**src/rtl/core/mie_pkg.sv**
```systemverilog
// shared constants and types for the modular inverse block
package mie_pkg;

	// operand and modulus width
	localparam int WIDTH = 32;
	// signed bezout coefficient width
	localparam int COEF_W = WIDTH + 2;
	// divider bit counter width
	localparam int CNT_W = $clog2(WIDTH);
	// modulus after reset
	localparam logic [WIDTH-1:0] MODULUS_RESET = WIDTH'(64'd1000000007);

	// sequencer states, one-hot
	typedef enum logic [5:0] {
		ST_IDLE   = 6'b000001,
		ST_CHECK  = 6'b000010,
		ST_DIV    = 6'b000100,
		ST_UPDATE = 6'b001000,
		ST_FIX    = 6'b010000,
		ST_RED    = 6'b100000
	} state_t;

endpackage

```
**src/rtl/core/modular_inverse_ext_euclid.sv**
```systemverilog
// modular inverse top level: extended euclid on one shared restoring divider
// k = quotient steps, data dependent, at most about 1.5*WIDTH+2, one divider bit per cycle;
// a modulus below 2 skips the quotient steps
// one operand at a time: the next input beat is taken once the result is
// registered, while that result may still wait for the output side
// reset: arst_n low clears the sequencer and output valid at once, modulus returns to
// 1000000007
module modular_inverse_ext_euclid (
	input  logic                     clk,
	input  logic                     arst_n,
	// configuration: modulus register
	input  logic                     cfg_we,
	input  logic [mie_pkg::WIDTH-1:0] cfg_wdata,
	// input stream
	input  logic                     s_axis_tvalid,
	output logic                     s_axis_tready,
	input  logic [mie_pkg::WIDTH-1:0] s_axis_tdata,   // [31:0] value
	// output stream
	output logic                     m_axis_tvalid,
	input  logic                     m_axis_tready,
	output logic [mie_pkg::WIDTH-1:0] m_axis_tdata    // [31:0] inverse
);

	localparam int W = mie_pkg::WIDTH;
	localparam int CW = mie_pkg::COEF_W;
	localparam int NW = mie_pkg::CNT_W;

	mie_pkg::state_t state_q;

	logic [W-1:0]  modulus_q;
	logic [W-1:0]  r_prev_q;
	logic [W-1:0]  r_cur_q;
	logic [CW-1:0] s_prev_q;
	logic [CW-1:0] s_cur_q;
	logic [W-1:0]  rem_q;
	logic [W-1:0]  dvd_q;
	logic [CW-1:0] acc_q;
	logic [NW-1:0] cnt_q;
	logic          out_valid_q;
	logic [W-1:0]  out_data_q;

	logic          in_beat;
	logic          out_free;
	logic [W:0]    partial;
	logic [W:0]    diff;
	logic          qbit;
	logic [W-1:0]  rem_next;
	logic [CW-1:0] acc_next;
	logic          red_ge;
	logic [CW-1:0] red_diff;

	assign s_axis_tready = (state_q == mie_pkg::ST_IDLE);
	assign in_beat = s_axis_tvalid && s_axis_tready;
	assign out_free = !out_valid_q || m_axis_tready;
	assign m_axis_tvalid = out_valid_q;
	assign m_axis_tdata = out_data_q;

	// shared restoring divider step with shift-and-add quotient times coefficient
	always_comb begin
		partial = {rem_q, dvd_q[W-1]};
		diff = partial - {1'b0, r_cur_q};
		qbit = !diff[W];
		rem_next = qbit ? diff[W-1:0] : partial[W-1:0];
		acc_next = {acc_q[CW-2:0], 1'b0} + (qbit ? s_cur_q : {CW{1'b0}});
	end

	// final reduction compare against the modulus
	always_comb begin
		red_diff = s_prev_q - {{(CW-W){1'b0}}, modulus_q};
		red_ge = (s_prev_q >= {{(CW-W){1'b0}}, modulus_q});
	end

	// modulus register
	always_ff @(posedge clk or negedge arst_n) begin
		if (!arst_n) begin
			modulus_q <= mie_pkg::MODULUS_RESET;
		end else if (cfg_we) begin
			modulus_q <= cfg_wdata;
		end
	end

	// sequencer
	always_ff @(posedge clk or negedge arst_n) begin
		if (!arst_n) begin
			state_q <= mie_pkg::ST_IDLE;
		end else begin
			unique case (state_q)
				mie_pkg::ST_IDLE: begin
					if (in_beat) begin
						state_q <= (modulus_q < W'(2)) ? mie_pkg::ST_FIX : mie_pkg::ST_CHECK;
					end
				end
				mie_pkg::ST_CHECK: begin
					state_q <= (r_cur_q == '0) ? mie_pkg::ST_FIX : mie_pkg::ST_DIV;
				end
				mie_pkg::ST_DIV: begin
					if (cnt_q == '0) begin
						state_q <= mie_pkg::ST_UPDATE;
					end
				end
				mie_pkg::ST_UPDATE: begin
					state_q <= mie_pkg::ST_CHECK;
				end
				mie_pkg::ST_FIX: begin
					state_q <= mie_pkg::ST_RED;
				end
				mie_pkg::ST_RED: begin
					if (out_free) begin
						state_q <= mie_pkg::ST_IDLE;
					end
				end
				default: begin
					state_q <= mie_pkg::ST_IDLE;
				end
			endcase
		end
	end

	// euclid datapath
	always_ff @(posedge clk) begin
		unique case (state_q)
			mie_pkg::ST_IDLE: begin
				if (in_beat) begin
					r_prev_q <= s_axis_tdata;
					r_cur_q <= modulus_q;
					s_prev_q <= (modulus_q < W'(2)) ? {CW{1'b0}} : CW'(1);
					s_cur_q <= '0;
				end
			end
			mie_pkg::ST_CHECK: begin
				rem_q <= '0;
				dvd_q <= r_prev_q;
				acc_q <= '0;
				cnt_q <= NW'(W - 1);
			end
			mie_pkg::ST_DIV: begin
				rem_q <= rem_next;
				dvd_q <= {dvd_q[W-2:0], 1'b0};
				acc_q <= acc_next;
				cnt_q <= cnt_q - NW'(1);
			end
			mie_pkg::ST_UPDATE: begin
				r_prev_q <= r_cur_q;
				r_cur_q <= rem_q;
				s_prev_q <= s_cur_q;
				s_cur_q <= s_prev_q - acc_q;
			end
			mie_pkg::ST_FIX: begin
				// negative coefficient: add the modulus once
				if (s_prev_q[CW-1]) begin
					s_prev_q <= s_prev_q + {{(CW-W){1'b0}}, modulus_q};
				end
			end
			mie_pkg::ST_RED: begin
			end
			default: begin
			end
		endcase
	end

	// output register
	always_ff @(posedge clk or negedge arst_n) begin
		if (!arst_n) begin
			out_valid_q <= 1'b0;
		end else if (state_q == mie_pkg::ST_RED && out_free) begin
			out_valid_q <= 1'b1;
		end else if (m_axis_tready) begin
			out_valid_q <= 1'b0;
		end
	end

	always_ff @(posedge clk) begin
		if (state_q == mie_pkg::ST_RED && out_free) begin
			out_data_q <= red_ge ? red_diff[W-1:0] : s_prev_q[W-1:0];
		end
	end

	// divider partial remainder stays below the divisor
	a_rem_below: assert property (@(posedge clk) disable iff (!arst_n)
		(state_q == mie_pkg::ST_DIV) |-> (rem_q < r_cur_q))
		else $error("partial remainder not below divisor");

	// divider never runs with a zero divisor
	a_div_nonzero: assert property (@(posedge clk) disable iff (!arst_n)
		(state_q == mie_pkg::ST_DIV) |-> (r_cur_q != '0))
		else $error("divide step with zero divisor");

	// divider keeps stepping until its bit count runs out
	a_div_run: assert property (@(posedge clk) disable iff (!arst_n)
		(state_q == mie_pkg::ST_DIV && cnt_q != '0) |=> (state_q == mie_pkg::ST_DIV))
		else $error("divide left early");

	// a new result appears only out of the reduction state
	a_out_src: assert property (@(posedge clk) disable iff (!arst_n)
		$rose(out_valid_q) |-> $past(state_q == mie_pkg::ST_RED))
		else $error("output valid without reduction");

endmodule

```
**config.mk**
```make
export PLATFORM = sky130hd
export DESIGN_NAME = modular_inverse_ext_euclid
export DESIGN_NICKNAME = d
export VERILOG_FILES = /design/src/rtl/core/mie_pkg.sv /design/src/rtl/core/modular_inverse_ext_euclid.sv
export SDC_FILE = /design/constraint.sdc
export NUM_CORES = 1
export LEC_CHECK = 0
export BUFFER_PORTS_ARGS = -buffer_cell sky130_fd_sc_hd__buf_2
export CORE_ASPECT_RATIO = 0.5
export CORE_MARGIN = 3
export CORE_UTILIZATION = 50
export DETAILED_ROUTE_END_ITERATION = 8
export PLACE_DENSITY = 0.78
export SETUP_SLACK_MARGIN = 0.02
export SKIP_LAST_GASP = 1
export SYNTH_ARGS = -nofsm -noshare
export SYNTH_HDL_FRONTEND = slang
export SYNTH_SLANG_ARGS = --single-unit
export TNS_END_PERCENT = 30
```
**constraint.sdc**
```tcl
create_clock -name clk -period 4.99 [get_ports clk]
set_input_delay 0.499 -clock clk [delete_from_list [all_inputs] [get_ports clk]]
set_output_delay 0.499 -clock clk [all_outputs]
set_load 0.1 [all_outputs]
```
==> results by group, run 1 <==
Critical path
  • Arr. time, crit path: 5420 ps
  • FF-to-FF End: acc_q[27]$_SDFFCE_PN0P_
  • Req. time, crit path: about 5300 ps
  • Buf/Inv on CP: 1
  • R2r worst-path depth: 22
  • Critical path's largest stage delay: 400 ps
  • FF-to-FF Start: r_cur_q[0]$_DFFE_PP_
  • CP Launch Type: flip-flop
  • Flop2flop setup slack: -140 ps
  • Crit-path max FO: 7
  • Top Family by Delay on Critical Path: compound AO/OA/AOI/OAI gates
  • Critical Path End Type: flip-flop
  • CP Class: reg2reg
  • Cell breakdown of the critical path: ha_2 -> fa_2 -> nor2b_4 -> o31ai_4 -> a211o_1 -> a31oi_4 -> o211ai_1 -> nand4_1 -> nand3_4 -> buf_6 -> and2_1 -> ha_1 -> and3_1 -> a221oi_4 -> o211ai_1 -> nand4_1 -> a31oi_4 -> o21ai_0 -> a21boi_0 -> o21ai_1 -> a21boi_0 -> nor3_1
  • Slowest-stage cell, CP: edfxtp_1

Global routing
  • Total Routing Usage GR: 24.8%
  • Overflow left after global routing: 0
  • First-pass GRT wire length: 89.7 mm
  • Antenna violations before repair: 0
  • Vias in the first global route: between 15000 and 20000
  • Largest net degree at the start of global routing: 71

Finish
  • Filler cells: approximately 3400
  • # nets final: 2712
  • P&R area growth vs syn: 15.8%
  • Antenna cell count: 0
  • Final core utilization: 59.7%
  • Layout cells sized above 1: between 10% and 20%
  • Final std cells w/o fill: slightly above 3000

Logic synthesis
  • Post-synthesis sequential area ratio: 42.5%
  • Synth warnings: 0
  • Primary FF master, synth: edfxtp_1
  • Syn nets: 2499
  • Post-synthesis cell area: 21200 um2
  • Post-synth cell types: 82
  • FFs w/ async S/R, synth: 12.7%
  • Yosys reg bits: 306
  • Cells after Synth: 2263
  • Post-synth EDFFs: 267
  • Syn avg cell area: ~9.4 um2

Route
  • Residual DRC: 0
  • Initial DRC count: 1797
  • Remaining antenna violation count: 0
  • Routed vias/inst: 5.79
  • Drt first pass iters: 5
  • Routed vias: 17759
  • Final wirelength: 57.6 mm
  • Avg WL per Cell: 18.8 um

Floorplan
  • Die height: between 150 and 200 um
  • Row count: 52
  • Starting Density: 51.5%
  • Ports: between 100 and 150
  • Core area: 41100 um2
  • Full die area: 45000 um2
  • Die width: 297 um

Power
  • Int Power: approximately 9.8 mW
  • Switching power: 7.32 mW
  • Sw Share: 42.9%
  • Flop pwr share: 26.2%
  • Overall power: 17.1 mW
  • Maximum vdd drop: approximately 0.00037 V
  • Leakage: roughly 11 nW
  • Clock power share: approximately 14%
  • Power density over cell area: roughly 700 nW/um2
  • Logic pwr share: 59.6%

Timing
  • Max Slew Vio Count: 0
  • Setup TNS: -239 ps
  • Achievable frequency: 195 MHz
  • Worst Slack Setup Final: -141 ps
  • Tcrit/Tclk final: 103%
  • Least-Margin Pin Slew: 1130 ps
  • Final setup vio count: 3
  • Final hold vios: 0
  • Rel. slew slack: 24.7%
  • Clock Skews: 14.3 ps
  • RSZ-0062 raised after global routing: yes
  • Crit path time final: between 5000 and 6000 ps

Job
  • # Max-Cap Violations: 0

CTS
  • Clock Pin Slew Worst Setup and Hold Paths: roughly 70 ps
  • Num CTS Buffers: 29
  • Worst skew pair latency: around 570 ps
  • Root buffer cell: clkbuf_16
  • CTS H-tree depth: 1
  • Hold Buf Count CTS: 0
  • Clk sink count: approximately 300
  • TritonCTS clock tree: done
  • Clock tree buffer depth: 3

Status
  • Status: complete, but fails checks
  • Failing checks: setup timing

Placed design
  • DPL Wire Length: 42.6 mm
  • Gpl congestion: ~0.99
  • Placement Setup Slack: -278 ps
  • Placed cell count: around 3000
  • Port bufs: 102

Worst hold path
  • Worst hold path class: in2async
## stage by stage
stage          cell area, um2  hold slack [ps]
2_1_floorplan           21300              203
3_3_place_gp            23200              486
3_5_place_dp            23200              498
4_1_cts                 24400             44.6
5_1_grt                 24500             76.4
6_report                24500             44.4
## metal layers
layer | track usage [%] | part of all wire, % | vias up
met1 | 34.9 | 44 | 8453
met3 | 3.72 | 8.8 | 110
li1 | - | - | 8514
met2 | 40.0 | 44 | 682
met5 | 0 | 0 | -
met4 | 7.72 | 3.2 | 0
## final cells by class
| cell class | instances | area, um2 | share of cell area [%] |
|---|---|---|---|
| Clock inverter | 22 | 278 | 1.13 |
| Inverter | 157 | 589 | 2.40 |
| Tap cell | 567 | 709 | 2.89 |
| Clock buffer | 32 | 747 | 3.04 |
| Multi-Input combinational cell | 1710 | 11400 | 46.5 |
| Timing Repair Buffer | 272 | 1800 | 7.34 |
| Sequential cell | 306 | 9010 | 36.7 |
## what timing repair did
action                     4_1_cts  5_1_grt
buffers inserted                13        8
setup endpoints to repair       15       18
pin swaps                       17       14
resized for setup                8       23
## cell families after synthesis
| family | count (synthesis) | synth area share [%] |
|---|---|---|
| compound gates | 592 | 17.2 |
| xor+xnor | 127 | 5.25 |
| fa+ha+maj | 167 | 10.0 |
| buf+inv | 247 | 4.74 |
| flops | 306 | 42.5 |
| mux | 62 | 3.60 |
| simple gates | 762 | 16.6 |
## synth_stat cells, types with 26 or more instances
| cell | count | share of area (%) |
|---|---|---|
| xnor2_1 | 88 | 3.6 |
| o21ai_0 | 199 | 4.7 |
| edfxtp_1 | 267 | 38 |
| and2_1 | 45 | 1.3 |
| nand3_1 | 27 | 0.64 |
| clkbuf_1 | 70 | 1.2 |
| a21oi_1 | 147 | 3.5 |
| inv_1 | 157 | 2.8 |
| xor2_1 | 39 | 1.6 |
| nand2b_1 | 26 | 0.77 |
| ha_1 | 162 | 9.6 |
| mux2_4 | 27 | 1.9 |
| nor2_1 | 188 | 3.3 |
| mux2i_1 | 29 | 1.4 |
| nor3_1 | 35 | 0.83 |
| nand2_1 | 301 | 5.3 |
| a21o_1 | 70 | 2.5 |
| nor4_1 | 27 | 0.80 |
## power groups by stage
| stage | registers (mW) | logic (mW) | clock network (mW) |
|---|---|---|---|
| 2_1_floorplan | 4.26 | 7.20 | 0 |
| 3_3_place_gp | 4.46 | 9.49 | 0 |
| 3_5_place_dp | 4.48 | 9.65 | 0 |
| 4_1_cts | 4.44 | 9.86 | 2.46 |
| 5_1_grt | 4.52 | 11.1 | 2.55 |
| 6_report | 4.47 | 10.2 | 2.43 |
## cells in the final DEF, fill, tap and decap left out, types with 26 or more instances in the layout
cell type	n
inv_1	155
nor4_1	27
o21ai_0	194
nand2b_1	26
clkbuf_16	29
nand2_1	300
nor2_1	188
a21o_1	69
and2_1	44
edfxtp_1	267
nor3_1	34
mux2_4	27
mux2i_1	29
a21oi_1	141
buf_4	168
xnor2_1	88
ha_1	159
buf_2	102
xor2_1	39
nand3_1	27
## state kept, by name, indices dropped and copies added (netlist names)
signal	count
acc_q	34
s_cur_q	34
s_prev_q	34
dvd_q	32
m_axis_tdata	32
modulus_q	32
r_cur_q	32
r_prev_q	32
rem_q	32
state_q	6
cnt_q	5
m_axis_tvalid	1
## worst max path at each step
stage,to,from,slack (ps),cells past startpoint
CTS,acc_q[33]$_SDFFCE_PN0P_,r_cur_q[0]$_DFFE_PP_,-90,22
floorplan,acc_q[33]$_SDFFCE_PN0P_,r_cur_q[0]$_DFFE_PP_,10,23
global route,acc_q[27]$_SDFFCE_PN0P_,r_cur_q[0]$_DFFE_PP_,-330,22
detailed placement,acc_q[33]$_SDFFCE_PN0P_,r_cur_q[0]$_DFFE_PP_,-280,22
global placement,acc_q[33]$_SDFFCE_PN0P_,r_cur_q[0]$_DFFE_PP_,-170,22
finish,acc_q[27]$_SDFFCE_PN0P_,r_cur_q[0]$_DFFE_PP_,-140,22
Power figures use the tool's default switching activity.
==> run 2, diff against run 1 <==
- CELL_PAD_IN_SITES_DETAIL_PLACEMENT: not set -> 0
- CELL_PAD_IN_SITES_GLOBAL_PLACEMENT: not set -> 2
- CORE_UTILIZATION: 50 -> 36
- GPL_ROUTABILITY_DRIVEN: not set -> 0
- PLACE_DENSITY: 0.78 -> 0.85
==> run 2 against run 1 <==
Compared with the run above: the run still ends with setup timing left; maximum frequency down 1.9%; core utilization is 16 points lower; hold slack worse by 36 ps; global-route usage is 5.2 points lower; sequential cell count is the same; clock power about the same; sequential power about the same; count of clock-buffer cells in the layout rose by 3; combinational power barely moved; critical path depth is 1 higher; largest power group unchanged; highest routed layer unchanged.
==> results by group, run 2 (synthesized netlist as in run 1, its figures left out) <==
Status
  • Status: complete, but fails checks (unchanged)
  • Failing checks: setup timing (unchanged)

Timing
  • Final hold slack: 8.67 ps (was 44.4 ps)
  • Clock Skews: 20.6 ps (was 14.3 ps)
  • Rel. slew slack: 16.6% (was 24.7%)
  • Least-Margin Pin Slew: 1250 ps (was 1130 ps)
  • Max Slew Vio Count: 0 (unchanged)
  • Final hold vios: 0 (unchanged)
  • Final setup vio count: 13 (was 3)
  • Setup TNS: -1330 ps (was -239 ps)
  • Achievable frequency: 191 MHz (was 195 MHz)
  • Tcrit/Tclk final: 105% (was 103%)
  • Worst Slack Setup Final: -242 ps (was -141 ps)
  • RSZ-0062 raised after global routing: yes (unchanged)
  • Crit path time final: 5230 ps (was 5130 ps)

Power
  • Power density over cell area: 687 nW/um2 (was 696 nW/um2)
  • Switching power: 7.45 mW (was 7.32 mW)
  • Leakage: 10.8 nW (was 10.6 nW)
  • Sw Share: 42.9% (about the same)
  • Flop pwr share: 25.7% (was 26.2%)
  • Maximum vdd drop: 0.000306 V (was 0.000375 V)
  • Clock power share: 14.2% (about the same)
  • Logic pwr share: 60.1% (was 59.6%)
  • Int Power: 9.90 mW (was 9.76 mW)
  • Overall power: 17.4 mW (was 17.1 mW)

Placed design
  • DPL Wire Length: 47.1 mm (was 42.6 mm)
  • Port bufs: 102 (unchanged)
  • Placement Setup Slack: -464 ps (was -278 ps)

CTS
  • Clock Pin Slew Worst Setup and Hold Paths: 70 ps (about the same)
  • Worst skew pair latency: 610 ps (was 570 ps)
  • Clk sink count: 306 (unchanged)
  • TritonCTS clock tree: done (unchanged)
  • Num CTS Buffers: 31 (was 29)
  • CTS H-tree depth: 1 (unchanged)
  • Clock tree buffer depth: 3 (unchanged)
  • Root buffer cell: clkbuf_16 (unchanged)

Job
  • # Max-Cap Violations: 0 (unchanged)

Finish
  • Filler cells: 5621 (was 3405)
  • Most frequent cells in the layout: 299 x nand2_1, 267 x edfxtp_1, 216 x buf_4, 192 x o21ai_0, 187 x nor2_1 (was 300 x nand2_1, 267 x edfxtp_1, 194 x o21ai_0, 188 x nor2_1, 168 x buf_4)
  • Register area: 9010 um2 (unchanged)
  • Multi-input gate area: 11500 um2 (was 11400 um2)
  • Antenna cell count: 0 (unchanged)
  • Layout cells sized above 1: 18.6% (was 16.8%)
  • Largest regs: acc_q: 34 flops, s_cur_q: 34 flops, s_prev_q: 34 flops (unchanged)
  • Final core utilization: 43.7% (was 59.7%)
  • Commonest non-fill, non-tap cell in the layout: nand2_1 (unchanged)
  • # nets final: 2764 (was 2712)
  • P&R area growth vs syn: 19.2% (was 15.8%)

Global routing
  • Antenna violations before repair: 2 (was 0)
  • Total Routing Usage GR: 19.6% (was 24.8%)
  • First-pass GRT wire length: 96.0 mm (was 89.7 mm)
  • Largest net degree at the start of global routing: 80 (was 71)
  • Overflow left after global routing: 0 (unchanged)
  • Vias in the first global route: 16818 (was 16948)

Critical path
  • CP Class: reg2reg (unchanged)
  • CP Launch Type: flip-flop (unchanged)
  • Crit-path max FO: 5 (was 7)
  • Arr. time, crit path: 5570 ps (was 5420 ps)
  • Critical Path End Type: flip-flop (unchanged)
  • Req. time, crit path: 5320 ps (was 5280 ps)

Route
  • Drt first pass iters: 7 (was 5)
  • Remaining antenna violation count: 0 (unchanged)
  • Initial DRC count: 1561 (was 1797)
  • Residual DRC: 0 (unchanged)
  • Routed vias/inst: 5.22 (was 5.79)
  • Final wirelength: 61.6 mm (was 57.6 mm)
  • Avg WL per Cell: 18.6 um (was 18.8 um)
  • Routed vias: 17344 (was 17759)

Floorplan
  • Core area: 57800 um2 (was 41100 um2)
  • Die width: 349 um (was 297 um)
  • Full die area: 62000 um2 (was 45000 um2)
  • Die height: 178 um (was 152 um)
  • Starting Density: 36.7% (was 51.5%)
  • Row count: 62 (was 52)
  • Ports: 103 (unchanged)

Worst hold path
  • Worst hold path class: in2async (unchanged)
==> run 2: worst paths after layout <==
path                       slack [ps]                 start                   endpoint  cells after the start
min in group clk                   90         cfg_wdata[10]  modulus_q[10]$_DFFE_PN0P_                      3
min reg2reg                       510   dvd_q[15]$_DFFE_PP_        dvd_q[16]$_DFFE_PP_                      2
max reg2reg                      -240  r_cur_q[0]$_DFFE_PP_    acc_q[33]$_SDFFCE_PN0P_                     23
max                              -240  r_cur_q[0]$_DFFE_PP_    acc_q[33]$_SDFFCE_PN0P_                     23
max in group asynchronous        4390                arst_n     state_q[3]$_DFFE_PN0P_                      1
min                                 9                arst_n  modulus_q[26]$_DFFE_PN0P_                      1
==> run 2: layout make-up <==
cell class                      instances  share of cell area, %
Sequential cell                       306                   35.7
Timing Repair Buffer                  322                   8.69
Multi-Input combinational cell       1710                   45.4
Clock buffer                           35                   3.13
Clock inverter                         23                  0.981
Inverter                              157                   2.33
Tap cell                              768                   3.80
==> run 2: stage by stage <==
step / instances / instance area, um2
finish: 3321 / 25300
global placement: 3247 / 23900
CTS: 3314 / 25100
global route: 3321 / 25300
floorplan: 2263 / 21300
detailed placement: 3247 / 23900
==> run 2: repair_timing <==
item | in CTS | in global routing
pin swaps | 21 | 14
endpoints found under the setup margin | 18 | 22
gates resized for setup | 26 | 18
setup buffers | 9 | 7
hold buffers | 0 | 0
==> run 2: layer usage <==
layer	track usage, %	part of all wire (%)
met1	29.1	50
met2	30.6	43
met3	2.82	5.4
met4	3.78	1.9
met5	0	0
==> run 2: power by group through the flow <==
stage	logic (mW)	clock network [mW]	registers, mW
after floorplan	7.20	0	4.26
after global placement	9.99	0	4.47
after detailed placement	10.0	0	4.49
after CTS	10.3	2.52	4.44
after global routing	11.5	2.61	4.53
final	10.4	2.46	4.46
==> run 2: critical path, cell delays in order, from the launching register on <==
cell and delay, ps:
edfxtp_1 400, ha_2 210, fa_2 370, nor2b_4 150
o31ai_4 80, a211o_1 320, a31oi_4 180, o211ai_1 170
nand4_1 190, nand3_4 160, and2_4 210, ha_4 160
fa_2 340, a21o_4 250, a221oi_2 220, buf_4 160
o211ai_1 140, nand4_1 220, a31oi_4 130, a2111o_1 400
a21oi_2 140, xnor2_1 150, xnor2_1 140, nor2_1 50
